<file path="src/rtl/core/lpmr_pkg.sv">
// ----------------------------------------------------------------------------
// lpmr_pkg
// Shared types and constants for the longest-prefix-match router.
// ----------------------------------------------------------------------------
package lpmr_pkg;

    localparam int DEF_MAX_ROUTES = 32;
    localparam int QUEUE_DEPTH    = 2;

    localparam int ADDR_BITS      = 32;
    localparam int LEN_BITS       = 6;
    localparam int PORT_BITS      = 3;
    localparam int TTL_BITS       = 8;
    localparam int STATUS_BITS    = 3;

    localparam logic [LEN_BITS-1:0] MAX_PREFIX_LEN = LEN_BITS'(31 + 1);
    localparam logic [TTL_BITS-1:0] TTL_MIN        = TTL_BITS'(8'h01);

    localparam logic [STATUS_BITS-1:0] ST_FORWARDED = 3'd0;
    localparam logic [STATUS_BITS-1:0] ST_DROP_TTL  = 3'd1;
    localparam logic [STATUS_BITS-1:0] ST_NO_ROUTE  = 3'd2;
    localparam logic [STATUS_BITS-1:0] ST_ADDED     = 3'd3;
    localparam logic [STATUS_BITS-1:0] ST_FULL      = 3'd4;

    typedef enum logic [1:0] {
        OP_ADD,
        OP_DROP_TTL,
        OP_LOOKUP
    } op_t;

    typedef struct packed {
        logic [ADDR_BITS-1:0] prefix;
        logic [LEN_BITS-1:0]  len;
        logic [ADDR_BITS-1:0] gateway;
        logic                 direct;
        logic [PORT_BITS-1:0] port;
    } entry_t;

    typedef struct packed {
        op_t                  op;
        entry_t               entry;
        logic [ADDR_BITS-1:0] dest;
        logic [TTL_BITS-1:0]  ttl_dec;
    } cmd_t;

endpackage

</file>
<file path="src/rtl/core/lpmr_req_if.sv">
// ----------------------------------------------------------------------------
// lpmr_req_if
// Request channel: route add or datagram lookup.
// ----------------------------------------------------------------------------
interface lpmr_req_if;
    logic        valid;
    logic        ready;
    logic        mode;
    logic [31:0] prefix_value;
    logic [5:0]  prefix_bits;
    logic        has_gateway;
    logic [31:0] gateway_addr;
    logic [2:0]  port_index;
    logic [31:0] dest_addr;
    logic [7:0]  ttl_in;

    modport source (
        output valid, mode, prefix_value, prefix_bits, has_gateway,
               gateway_addr, port_index, dest_addr, ttl_in,
        input  ready
    );

    modport sink (
        input  valid, mode, prefix_value, prefix_bits, has_gateway,
               gateway_addr, port_index, dest_addr, ttl_in,
        output ready
    );
endinterface

</file>
<file path="src/rtl/core/lpmr_rsp_if.sv">
// ----------------------------------------------------------------------------
// lpmr_rsp_if
// Response channel: status, interface, next hop and TTL.
// ----------------------------------------------------------------------------
interface lpmr_rsp_if;
    logic        valid;
    logic        ready;
    logic [2:0]  status;
    logic [2:0]  out_port;
    logic [31:0] hop_addr;
    logic [7:0]  ttl_out;

    modport source (
        output valid, status, out_port, hop_addr, ttl_out,
        input  ready
    );

    modport sink (
        input  valid, status, out_port, hop_addr, ttl_out,
        output ready
    );
endinterface

</file>
<file path="src/rtl/core/lpmr_front.sv">
// ----------------------------------------------------------------------------
// lpmr_front
// Accepts requests, classifies them and forms commands for the queue.
// ----------------------------------------------------------------------------
module lpmr_front (
    input  logic              clk,
    input  logic              rst_n,
    lpmr_req_if.sink          req,
    output logic              cmd_valid,
    input  logic              cmd_ready,
    output lpmr_pkg::cmd_t    cmd
);
    import lpmr_pkg::*;

    logic valid_reg;
    cmd_t cmd_reg;
    cmd_t cmd_next;

    assign req.ready = !valid_reg || cmd_ready;
    assign cmd_valid = valid_reg;
    assign cmd       = cmd_reg;

    always_comb
    begin
        cmd_next.entry.prefix  = req.prefix_value;
        cmd_next.entry.len     = (req.prefix_bits > MAX_PREFIX_LEN) ? MAX_PREFIX_LEN
                                                                    : req.prefix_bits;
        cmd_next.entry.gateway = req.has_gateway ? req.gateway_addr : '0;
        cmd_next.entry.direct  = !req.has_gateway;
        cmd_next.entry.port    = req.port_index;
        cmd_next.dest          = req.dest_addr;
        cmd_next.ttl_dec       = req.ttl_in - TTL_MIN;
        if (!req.mode)
        begin
            cmd_next.op = OP_ADD;
        end
        else if (req.ttl_in <= TTL_MIN)
        begin
            cmd_next.op = OP_DROP_TTL;
        end
        else
        begin
            cmd_next.op = OP_LOOKUP;
        end
    end

    always_ff @(posedge clk or negedge rst_n)
    begin
        if (!rst_n)
        begin
            valid_reg <= 1'b0;
        end
        else if (req.ready)
        begin
            valid_reg <= req.valid;
        end
    end

    always_ff @(posedge clk)
    begin
        if (req.valid && req.ready)
        begin
            cmd_reg <= cmd_next;
        end
    end

endmodule

</file>
<file path="src/rtl/core/lpmr_queue.sv">
// ----------------------------------------------------------------------------
// lpmr_queue
// Short command queue between the front and back.
// ----------------------------------------------------------------------------
module lpmr_queue (
    input  logic              clk,
    input  logic              rst_n,
    input  logic              in_valid,
    output logic              in_ready,
    input  lpmr_pkg::cmd_t    in_cmd,
    output logic              out_valid,
    input  logic              out_ready,
    output lpmr_pkg::cmd_t    out_cmd
);
    import lpmr_pkg::*;

    localparam int PTR_W = (QUEUE_DEPTH > 1) ? $clog2(QUEUE_DEPTH) : 1;
    localparam int CNT_W = $clog2(QUEUE_DEPTH + 1);

    cmd_t             slot_reg [QUEUE_DEPTH];
    logic [PTR_W-1:0] wr_ptr_reg;
    logic [PTR_W-1:0] rd_ptr_reg;
    logic [CNT_W-1:0] cnt_reg;
    logic             push;
    logic             pop;

    assign in_ready  = cnt_reg != CNT_W'(QUEUE_DEPTH);
    assign out_valid = cnt_reg != '0;
    assign out_cmd   = slot_reg[rd_ptr_reg];
    assign push      = in_valid && in_ready;
    assign pop       = out_valid && out_ready;

    always_ff @(posedge clk or negedge rst_n)
    begin
        if (!rst_n)
        begin
            wr_ptr_reg <= '0;
            rd_ptr_reg <= '0;
            cnt_reg    <= '0;
        end
        else
        begin
            if (push)
            begin
                wr_ptr_reg <= (wr_ptr_reg == PTR_W'(QUEUE_DEPTH - 1)) ? '0
                                                                      : wr_ptr_reg + 1'b1;
            end
            if (pop)
            begin
                rd_ptr_reg <= (rd_ptr_reg == PTR_W'(QUEUE_DEPTH - 1)) ? '0
                                                                      : rd_ptr_reg + 1'b1;
            end
            if (push && !pop)
            begin
                cnt_reg <= cnt_reg + 1'b1;
            end
            else if (pop && !push)
            begin
                cnt_reg <= cnt_reg - 1'b1;
            end
        end
    end

    always_ff @(posedge clk)
    begin
        if (push)
        begin
            slot_reg[wr_ptr_reg] <= in_cmd;
        end
    end

endmodule

</file>
<file path="src/rtl/core/lpmr_back.sv">
// ----------------------------------------------------------------------------
// lpmr_back
// Route table, sequential prefix scan and response register.
// ----------------------------------------------------------------------------
module lpmr_back #(
    parameter int MAX_ROUTES = lpmr_pkg::DEF_MAX_ROUTES
) (
    input  logic              clk,
    input  logic              rst_n,
    input  logic              cmd_valid,
    output logic              cmd_ready,
    input  lpmr_pkg::cmd_t    cmd,
    lpmr_rsp_if.source        rsp
);
    import lpmr_pkg::*;

    localparam int IDX_W = (MAX_ROUTES > 1) ? $clog2(MAX_ROUTES) : 1;
    localparam int CNT_W = $clog2(MAX_ROUTES + 1);

    typedef enum logic [1:0] {
        S_IDLE,
        S_SCAN,
        S_DONE
    } state_t;

    state_t                 state_reg;
    entry_t                 table_mem [MAX_ROUTES];
    entry_t                 rd_data_reg;
    logic                   rd_valid_reg;
    logic [CNT_W-1:0]       count_reg;
    logic [CNT_W-1:0]       scan_idx_reg;
    logic [ADDR_BITS-1:0]   dest_reg;
    logic [TTL_BITS-1:0]    ttl_reg;
    logic                   found_reg;
    logic [LEN_BITS-1:0]    best_len_reg;
    logic [PORT_BITS-1:0]   best_port_reg;
    logic [ADDR_BITS-1:0]   best_hop_reg;
    logic                   rsp_valid_reg;
    logic [STATUS_BITS-1:0] status_reg;
    logic [PORT_BITS-1:0]   port_reg;
    logic [ADDR_BITS-1:0]   hop_reg;
    logic [TTL_BITS-1:0]    ttl_out_reg;

    logic                   out_free;
    logic                   table_full;
    logic                   wr_en;
    logic                   rd_en;
    logic [ADDR_BITS-1:0]   mask;
    logic                   take;
    logic                   rsp_load;

    assign rsp.valid    = rsp_valid_reg;
    assign rsp.status   = status_reg;
    assign rsp.out_port = port_reg;
    assign rsp.hop_addr = hop_reg;
    assign rsp.ttl_out  = ttl_out_reg;

    always_comb
    begin
        out_free   = !rsp_valid_reg || rsp.ready;
        table_full = count_reg == CNT_W'(MAX_ROUTES);
        cmd_ready  = (state_reg == S_IDLE) && ((cmd.op == OP_LOOKUP) || out_free);
        wr_en      = cmd_valid && cmd_ready && (cmd.op == OP_ADD) && !table_full;
        rd_en      = (state_reg == S_SCAN) && (scan_idx_reg < count_reg);
        mask       = ~({ADDR_BITS{1'b1}} >> rd_data_reg.len);
        take       = rd_valid_reg && (((rd_data_reg.prefix ^ dest_reg) & mask) == '0)
                     && (!found_reg || (rd_data_reg.len > best_len_reg));
        rsp_load   = ((state_reg == S_IDLE) && cmd_valid && cmd_ready && (cmd.op != OP_LOOKUP))
                     || ((state_reg == S_DONE) && out_free);
    end

    always_ff @(posedge clk)
    begin
        if (wr_en)
        begin
            table_mem[count_reg[IDX_W-1:0]] <= cmd.entry;
        end
        if (rd_en)
        begin
            rd_data_reg <= table_mem[scan_idx_reg[IDX_W-1:0]];
        end
    end

    always_ff @(posedge clk or negedge rst_n)
    begin
        if (!rst_n)
        begin
            state_reg     <= S_IDLE;
            rd_valid_reg  <= 1'b0;
            count_reg     <= '0;
            scan_idx_reg  <= '0;
            found_reg     <= 1'b0;
            rsp_valid_reg <= 1'b0;
        end
        else
        begin
            if (rsp_load)
            begin
                rsp_valid_reg <= 1'b1;
            end
            else if (rsp.ready)
            begin
                rsp_valid_reg <= 1'b0;
            end
            rd_valid_reg <= rd_en;
            case (state_reg)
                S_IDLE:
                begin
                    if (cmd_valid && cmd_ready)
                    begin
                        case (cmd.op)
                            OP_ADD:
                            begin
                                status_reg    <= table_full ? ST_FULL : ST_ADDED;
                                port_reg      <= '0;
                                hop_reg       <= '0;
                                ttl_out_reg   <= '0;
                                if (!table_full)
                                begin
                                    count_reg <= count_reg + 1'b1;
                                end
                            end
                            OP_LOOKUP:
                            begin
                                dest_reg     <= cmd.dest;
                                ttl_reg      <= cmd.ttl_dec;
                                found_reg    <= 1'b0;
                                scan_idx_reg <= '0;
                                state_reg    <= S_SCAN;
                            end
                            default:
                            begin
                                status_reg    <= ST_DROP_TTL;
                                port_reg      <= '0;
                                hop_reg       <= '0;
                                ttl_out_reg   <= '0;
                            end
                        endcase
                    end
                end
                S_SCAN:
                begin
                    if (rd_en)
                    begin
                        scan_idx_reg <= scan_idx_reg + 1'b1;
                    end
                    if (take)
                    begin
                        found_reg     <= 1'b1;
                        best_len_reg  <= rd_data_reg.len;
                        best_port_reg <= rd_data_reg.port;
                        best_hop_reg  <= rd_data_reg.direct ? dest_reg : rd_data_reg.gateway;
                    end
                    if (!rd_en && !rd_valid_reg)
                    begin
                        state_reg <= S_DONE;
                    end
                end
                S_DONE:
                begin
                    if (out_free)
                    begin
                        status_reg    <= found_reg ? ST_FORWARDED : ST_NO_ROUTE;
                        port_reg      <= found_reg ? best_port_reg : '0;
                        hop_reg       <= found_reg ? best_hop_reg : '0;
                        ttl_out_reg   <= found_reg ? ttl_reg : '0;
                        state_reg     <= S_IDLE;
                    end
                end
                default:
                begin
                    state_reg <= S_IDLE;
                end
            endcase
        end
    end

    a_count_bound: assert property (@(posedge clk) disable iff (!rst_n)
        count_reg <= CNT_W'(MAX_ROUTES))
        else $error("route count above table size");

    a_count_stable_scan: assert property (@(posedge clk) disable iff (!rst_n)
        (state_reg == S_SCAN) |=> $stable(count_reg))
        else $error("route table changed during scan");

    a_drop_payload_zero: assert property (@(posedge clk) disable iff (!rst_n)
        (rsp_valid_reg && (status_reg != ST_FORWARDED))
        |-> (port_reg == '0 && hop_reg == '0 && ttl_out_reg == '0))
        else $error("nonzero payload on non-forwarded response");

    a_fwd_ttl_live: assert property (@(posedge clk) disable iff (!rst_n)
        (rsp_valid_reg && (status_reg == ST_FORWARDED)) |-> (ttl_out_reg != '0))
        else $error("forwarded datagram with expired ttl");

endmodule

</file>
<file path="src/rtl/core/longest_prefix_match_router_unit.sv">
// ----------------------------------------------------------------------------
// longest_prefix_match_router_unit
// IPv4 route table with longest-prefix-match forwarding.
// ----------------------------------------------------------------------------
// Usage:
//   req carries one request per valid/ready handshake. mode 0 appends a
//   route (status 3 added, 4 table full); mode 1 routes a datagram (status 0
//   forwarded, 1 ttl expired, 2 no route). rsp returns exactly one response
//   per request, in request order.
// Throughput:
//   Add and ttl-drop requests pass the front register, queue and response
//   register and sustain one per cycle while rsp.ready is high. A lookup
//   scans the stored routes one per cycle through the table read port,
//   then the next queued request starts.
// Reset:
//   rst_n clears the route count and all handshake state; table contents
//   are not cleared and only entries below the count are read.
// Backpressure:
//   With rsp.ready low the response register holds; a two-entry queue and
//   the front register keep taking requests until full, then req.ready drops.
// ----------------------------------------------------------------------------
module longest_prefix_match_router_unit #(
    parameter int MAX_ROUTES = lpmr_pkg::DEF_MAX_ROUTES
) (
    input  logic       clk,
    input  logic       rst_n,
    lpmr_req_if.sink   req,
    lpmr_rsp_if.source rsp
);
    import lpmr_pkg::*;

    logic front_valid;
    logic front_ready;
    cmd_t front_cmd;
    logic queue_valid;
    logic queue_ready;
    cmd_t queue_cmd;

    lpmr_front u_front (
        .clk       (clk),
        .rst_n     (rst_n),
        .req       (req),
        .cmd_valid (front_valid),
        .cmd_ready (front_ready),
        .cmd       (front_cmd)
    );

    lpmr_queue u_queue (
        .clk       (clk),
        .rst_n     (rst_n),
        .in_valid  (front_valid),
        .in_ready  (front_ready),
        .in_cmd    (front_cmd),
        .out_valid (queue_valid),
        .out_ready (queue_ready),
        .out_cmd   (queue_cmd)
    );

    lpmr_back #(
        .MAX_ROUTES (MAX_ROUTES)
    ) u_back (
        .clk       (clk),
        .rst_n     (rst_n),
        .cmd_valid (queue_valid),
        .cmd_ready (queue_ready),
        .cmd       (queue_cmd),
        .rsp       (rsp)
    );

endmodule

</file>
<file path="src/flat_wrapper.sv">
// flat-port wrapper written by rule: the top's interface ports become plain ports
module longest_prefix_match_router_unit_flat import lpmr_pkg::*;
#(
    parameter int MAX_ROUTES = lpmr_pkg::DEF_MAX_ROUTES
)
  (clk, rst_n, req_valid, req_mode, req_prefix_value, req_prefix_bits, req_has_gateway, req_gateway_addr, req_port_index, req_dest_addr, req_ttl_in, req_ready, rsp_valid, rsp_status, rsp_out_port, rsp_hop_addr, rsp_ttl_out, rsp_ready);
  lpmr_req_if req_i ();
  lpmr_rsp_if rsp_i ();
  input  logic clk;
  input  logic rst_n;
  input wire logic [$bits(req_i.valid)-1:0] req_valid;
  input wire logic [$bits(req_i.mode)-1:0] req_mode;
  input wire logic [$bits(req_i.prefix_value)-1:0] req_prefix_value;
  input wire logic [$bits(req_i.prefix_bits)-1:0] req_prefix_bits;
  input wire logic [$bits(req_i.has_gateway)-1:0] req_has_gateway;
  input wire logic [$bits(req_i.gateway_addr)-1:0] req_gateway_addr;
  input wire logic [$bits(req_i.port_index)-1:0] req_port_index;
  input wire logic [$bits(req_i.dest_addr)-1:0] req_dest_addr;
  input wire logic [$bits(req_i.ttl_in)-1:0] req_ttl_in;
  output wire logic [$bits(req_i.ready)-1:0] req_ready;
  output wire logic [$bits(rsp_i.valid)-1:0] rsp_valid;
  output wire logic [$bits(rsp_i.status)-1:0] rsp_status;
  output wire logic [$bits(rsp_i.out_port)-1:0] rsp_out_port;
  output wire logic [$bits(rsp_i.hop_addr)-1:0] rsp_hop_addr;
  output wire logic [$bits(rsp_i.ttl_out)-1:0] rsp_ttl_out;
  input wire logic [$bits(rsp_i.ready)-1:0] rsp_ready;
  assign req_i.valid = req_valid;
  assign req_i.mode = req_mode;
  assign req_i.prefix_value = req_prefix_value;
  assign req_i.prefix_bits = req_prefix_bits;
  assign req_i.has_gateway = req_has_gateway;
  assign req_i.gateway_addr = req_gateway_addr;
  assign req_i.port_index = req_port_index;
  assign req_i.dest_addr = req_dest_addr;
  assign req_i.ttl_in = req_ttl_in;
  assign req_ready = req_i.ready;
  assign rsp_valid = rsp_i.valid;
  assign rsp_status = rsp_i.status;
  assign rsp_out_port = rsp_i.out_port;
  assign rsp_hop_addr = rsp_i.hop_addr;
  assign rsp_ttl_out = rsp_i.ttl_out;
  assign rsp_i.ready = rsp_ready;
  longest_prefix_match_router_unit #(.MAX_ROUTES(MAX_ROUTES)) u_core (.clk(clk), .rst_n(rst_n), .req(req_i), .rsp(rsp_i));
endmodule
</file>
<file path="config.mk">
export PLATFORM = sky130hd
export DESIGN_NAME = longest_prefix_match_router_unit_flat
export DESIGN_NICKNAME = d
export VERILOG_FILES = /design/src/rtl/core/lpmr_pkg.sv /design/src/rtl/core/lpmr_req_if.sv /design/src/rtl/core/lpmr_rsp_if.sv /design/src/rtl/core/lpmr_front.sv /design/src/rtl/core/lpmr_queue.sv /design/src/rtl/core/lpmr_back.sv /design/src/rtl/core/longest_prefix_match_router_unit.sv /design/src/flat_wrapper.sv
export SDC_FILE = /design/constraint.sdc
export NUM_CORES = 2
export LEC_CHECK = 0
export CAP_MARGIN = 10
export CORE_ASPECT_RATIO = 0.9
export CORE_MARGIN = 2
export CORE_UTILIZATION = 50
export DETAILED_ROUTE_END_ITERATION = 12
export DONT_BUFFER_PORTS = 1
export SLEW_MARGIN = 20
export SYNTH_ARGS = -nofsm -noshare
export SYNTH_HDL_FRONTEND = slang
export SYNTH_HIERARCHICAL = 1
export SYNTH_SLANG_ARGS = --single-unit
</file>
<file path="constraint.sdc">
create_clock -name clk -period 8.4 [get_ports clk]
set_input_delay 0.84 -clock clk [delete_from_list [all_inputs] [get_ports clk]]
set_output_delay 0.84 -clock clk [all_outputs]
set_load 0.02 [all_outputs]
</file>
==> impl_metrics.py <==
metrics = {
    "status": {
        "status": "completed",
    },
    "critical_path": {
        "crit_slowest_cell": "nor2_4",
        "worstPathMaxFanout": 34,
        "crit_family": "simple AND/OR/NAND/NOR gates",
        "crit_chain": "mux2_2 > nand2b_1 > a211oi_1 > and3_1 > nand2_1 > nor2_4 > buf_4",
        "crit_cells": 7,
        "cp.required_ns": 8.91,
        "crit_type": "register to register",
        "crit_buf_inv": 1,
        "start_kind": "register",
        "reg2reg_depth": 7,
        "max_stage_delay_ns": 1.06,
        "arrival_ns": 5.57,
        "crit_path_end_kind": "register",
    },
    "pwr": {
        "power.leakage_nw": 38.3,
        "total_power_mw": 40.7,
        "powerDensity_nw_per_um2": 326,
        "ir_drop_uv": 271,
    },
    "finish": {
        "seqCellArea_um2": 88200,
        "fillers": 15800,
        "mostFrequentLayoutCells": "edfxtp_1, mux4_2, clkbuf_16",
        "post-route-cell-area_um2": 125000,
        "area_delta_synth_final_pct": 12.7,
        "drive_gt1_share_pct": 30.0,
        "fin_cells": 7851,
        "largest_reg_flops": 2368,
        "fin_nets": 4881,
        "mostFrequentLayoutCell": "edfxtp_1",
        "multiInputGateArea_um2": 21800,
    },
    "clocking": {
        "cts_root_buf": "clkbuf_16",
        "htree_levels": 5,
        "insertion_delay_ns": 0.94,
        "cts_buffer_depth": 4,
        "numCtsBuffers": 308,
        "clk_pin_slew_ns": 0.06,
        "cts_setup_buffers": 0,
        "cts_tree": "built",
        "cts.sink_count": 2939,
    },
    "floorplan": {
        "fp.dieH_um": 451,
        "core_region_area_um2": 220000,
        "fp.dieW_um": 500,
        "ioPinCount": 167,
        "die-area_um2": 225000,
        "rows": 163,
        "initial_core_util_pct": 50.4,
    },
    "synthesis": {
        "synthArstFlopShare_pct": 0.749,
        "ys_ff_latch": 2939,
        "synth_cells": 4485,
        "avgSynthCellArea_um2": 24.7,
        "syn-num-nets": 4623,
        "synthFlopType": "edfxtp_1",
        "synth_top_family_by_area": "multiplexers",
        "synthAdderAreaFrac_pct": 0.224,
        "synth_edf_count": 2917,
        "synth.distinct_cells": 53,
        "yosys_warnings": 6,
        "synthXorXnorAreaFrac_pct": 0.372,
        "netlist_area_um2": 111000,
        "synth_mux_area_share_pct": 17.4,
        "synth_compound_area_share_pct": 0.360,
        "synth_simple_gate_area_share_pct": 1.05,
        "synth-seq-area-share_pct": 79.6,
    },
    "sta": {
        "finalClockSkew_ns": 0.0734,
        "rsz0062_at_grt": "no",
        "fin_crit_ns": 5.07,
        "final.period_utilization_pct": 60.3,
        "max_freq_ghz": 0.197,
        "hold_viol": 0,
        "drv_slew": 0,
        "tightest_slew_ns": 1.17,
        "setup_slack_ns": 3.33,
        "totalNegativeSetupSlack_ns": 0,
        "relSlewSlack_pct": 22.1,
        "final-setup-viol-count": 0,
    },
    "place": {
        "dp_cells": 7248,
        "globalplace.congestion": 0.799,
        "dp_slack_ns": 3.38,
        "portBuffers": 0,
        "placed_cell_area_um2": 115000,
        "dp_hpwl_mm": 143,
    },
    "global_routing": {
        "grtUsageTotal_pct": 24.2,
        "grt_pass1_wl_mm": 383,
        "gr-total-overflow": 0,
        "antenna_found_initial": 15,
        "grt_max_degree": 137,
        "grt_pass1_vias": 50300,
    },
    "detailed_routing": {
        "num_vias": 49300,
        "drc": 0,
        "first_pass_iters": 6,
        "drtIter0Drc": 5267,
        "antenna_left": 0,
        "routed_via_density": 6.27,
        "routed_wl_mm": 270,
        "wl_per_cell_um": 34.4,
    },
    "hold_path": {
        "hold_depth": 1,
        "hp-class": "input port to register",
    },
    "job": {
        "drv_cap": 0,
    },
}
[routing by layer]
metal  track usage [%]  up-vias  routed length (µm)
li1                  -    19700                   -
met2              39.5     1828              135000
met3              3.24      426               16100
met5                 0        -                  29
met1              34.5    27300              112000
met4              6.96        4                7430
[synthesized netlist by cell type (3+ instances only)]
library cell,number,area [µm²]
and3_1,46,288
buf_4,13,97.6
ha_1,19,238
nand4_1,4,25.0
inv_2,3,11.3
nor4_1,4,25.0
o21a_1,5,37.5
xor2_1,12,105
a211oi_1,4,30.0
o21ai_0,12,60.1
buf_1,27,101
o211ai_1,3,22.5
o21ai_1,4,20.0
buf_2,42,210
nor3_1,11,55.1
nand2_1,18,67.6
a21oi_1,16,80.1
and2_1,35,219
nor2b_1,9,56.3
edfxtp_1,2917,87600
mux2_2,162,1820
clkbuf_1,115,432
o31ai_1,3,22.5
buf_6,17,191
dfrtp_1,22,551
xnor2_1,35,307
inv_1,23,86.3
mux2_4,30,450
nand2b_1,10,62.6
mux2_1,30,338
mux4_2,740,16700
nand3_1,21,105
nor2_1,46,173
[kinds of logic after synthesis]
family,count (synthesis)
XOR/XNOR,47
adder cells (fa/ha/maj),20
AO/OA/AOI/OAI,63
flip-flops,2939
multiplexers,964
buffers and inverters,240
AND/OR/NAND/NOR,212
[worst reg2reg max path: cells and delay by family, from the launching register on]
family | cells | cell delay [ns]
flip-flops | 1 | 0.80
AND/OR/NAND/NOR | 4 | 2.24
buffers and inverters | 1 | 0.78
multiplexers | 1 | 0.45
AO/OA/AOI/OAI | 1 | 0.33
[through the flow]
stage | hold slack [ns] | util, %
6_report | 0.0779 | 56.8
5_1_grt | 0.0338 | 56.8
4_1_cts | 0.0127 | 56.8
3_5_place_dp | 0.405 | 52.2
3_3_place_gp | 0.411 | 52.2
2_1_floorplan | 0.400 | -
[report_power, final]
| part | internal, mW | total (mW) | switching (mW) |
|---|---|---|---|
| Combinational | 3.20 | 8.10 | 4.90 |
| Clock | 7.49 | 12.9 | 5.37 |
| Sequential | 19.1 | 19.7 | 0.646 |
[path summary, 6_finish.rpt]
kind	slack (ns)	start	to
worst max-delay path	3.33	u_core/u_queue/rd_ptr_reg	u_core/u_back/table_mem[16][37]
worst min-delay path	0.08	req_ttl_in[0]	u_core/u_front/cmd[0]
worst max register to register	3.33	u_core/u_queue/rd_ptr_reg	u_core/u_back/table_mem[16][37]
worst min register to register	0.42	u_core/u_back/rd_data_reg[1]	u_core/u_back/best_port_reg[1]
max in group asynchronous	7.82	rst_n	u_core/u_back/scan_idx_reg[1]
min in group asynchronous	0.40	rst_n	u_core/u_back/count_reg[0]
[repair_timing]
action	4_1_cts	5_1_grt
hold buffers	71	0
endpoints found under the hold margin	91	0
resized for setup	0	0
endpoints found under the setup margin	0	0
[layout make-up]
class	instances	area share, %
antenna	7	0.0140
clock inverter	149	1.01
inverter	26	0.0802
timing repair buffer	162	1.42
tap	2887	2.89
multi-input combinational	1306	17.5
clock buffer	375	6.51
sequential	2939	70.6
Note: power is estimated with default switching activity, not from simulation.
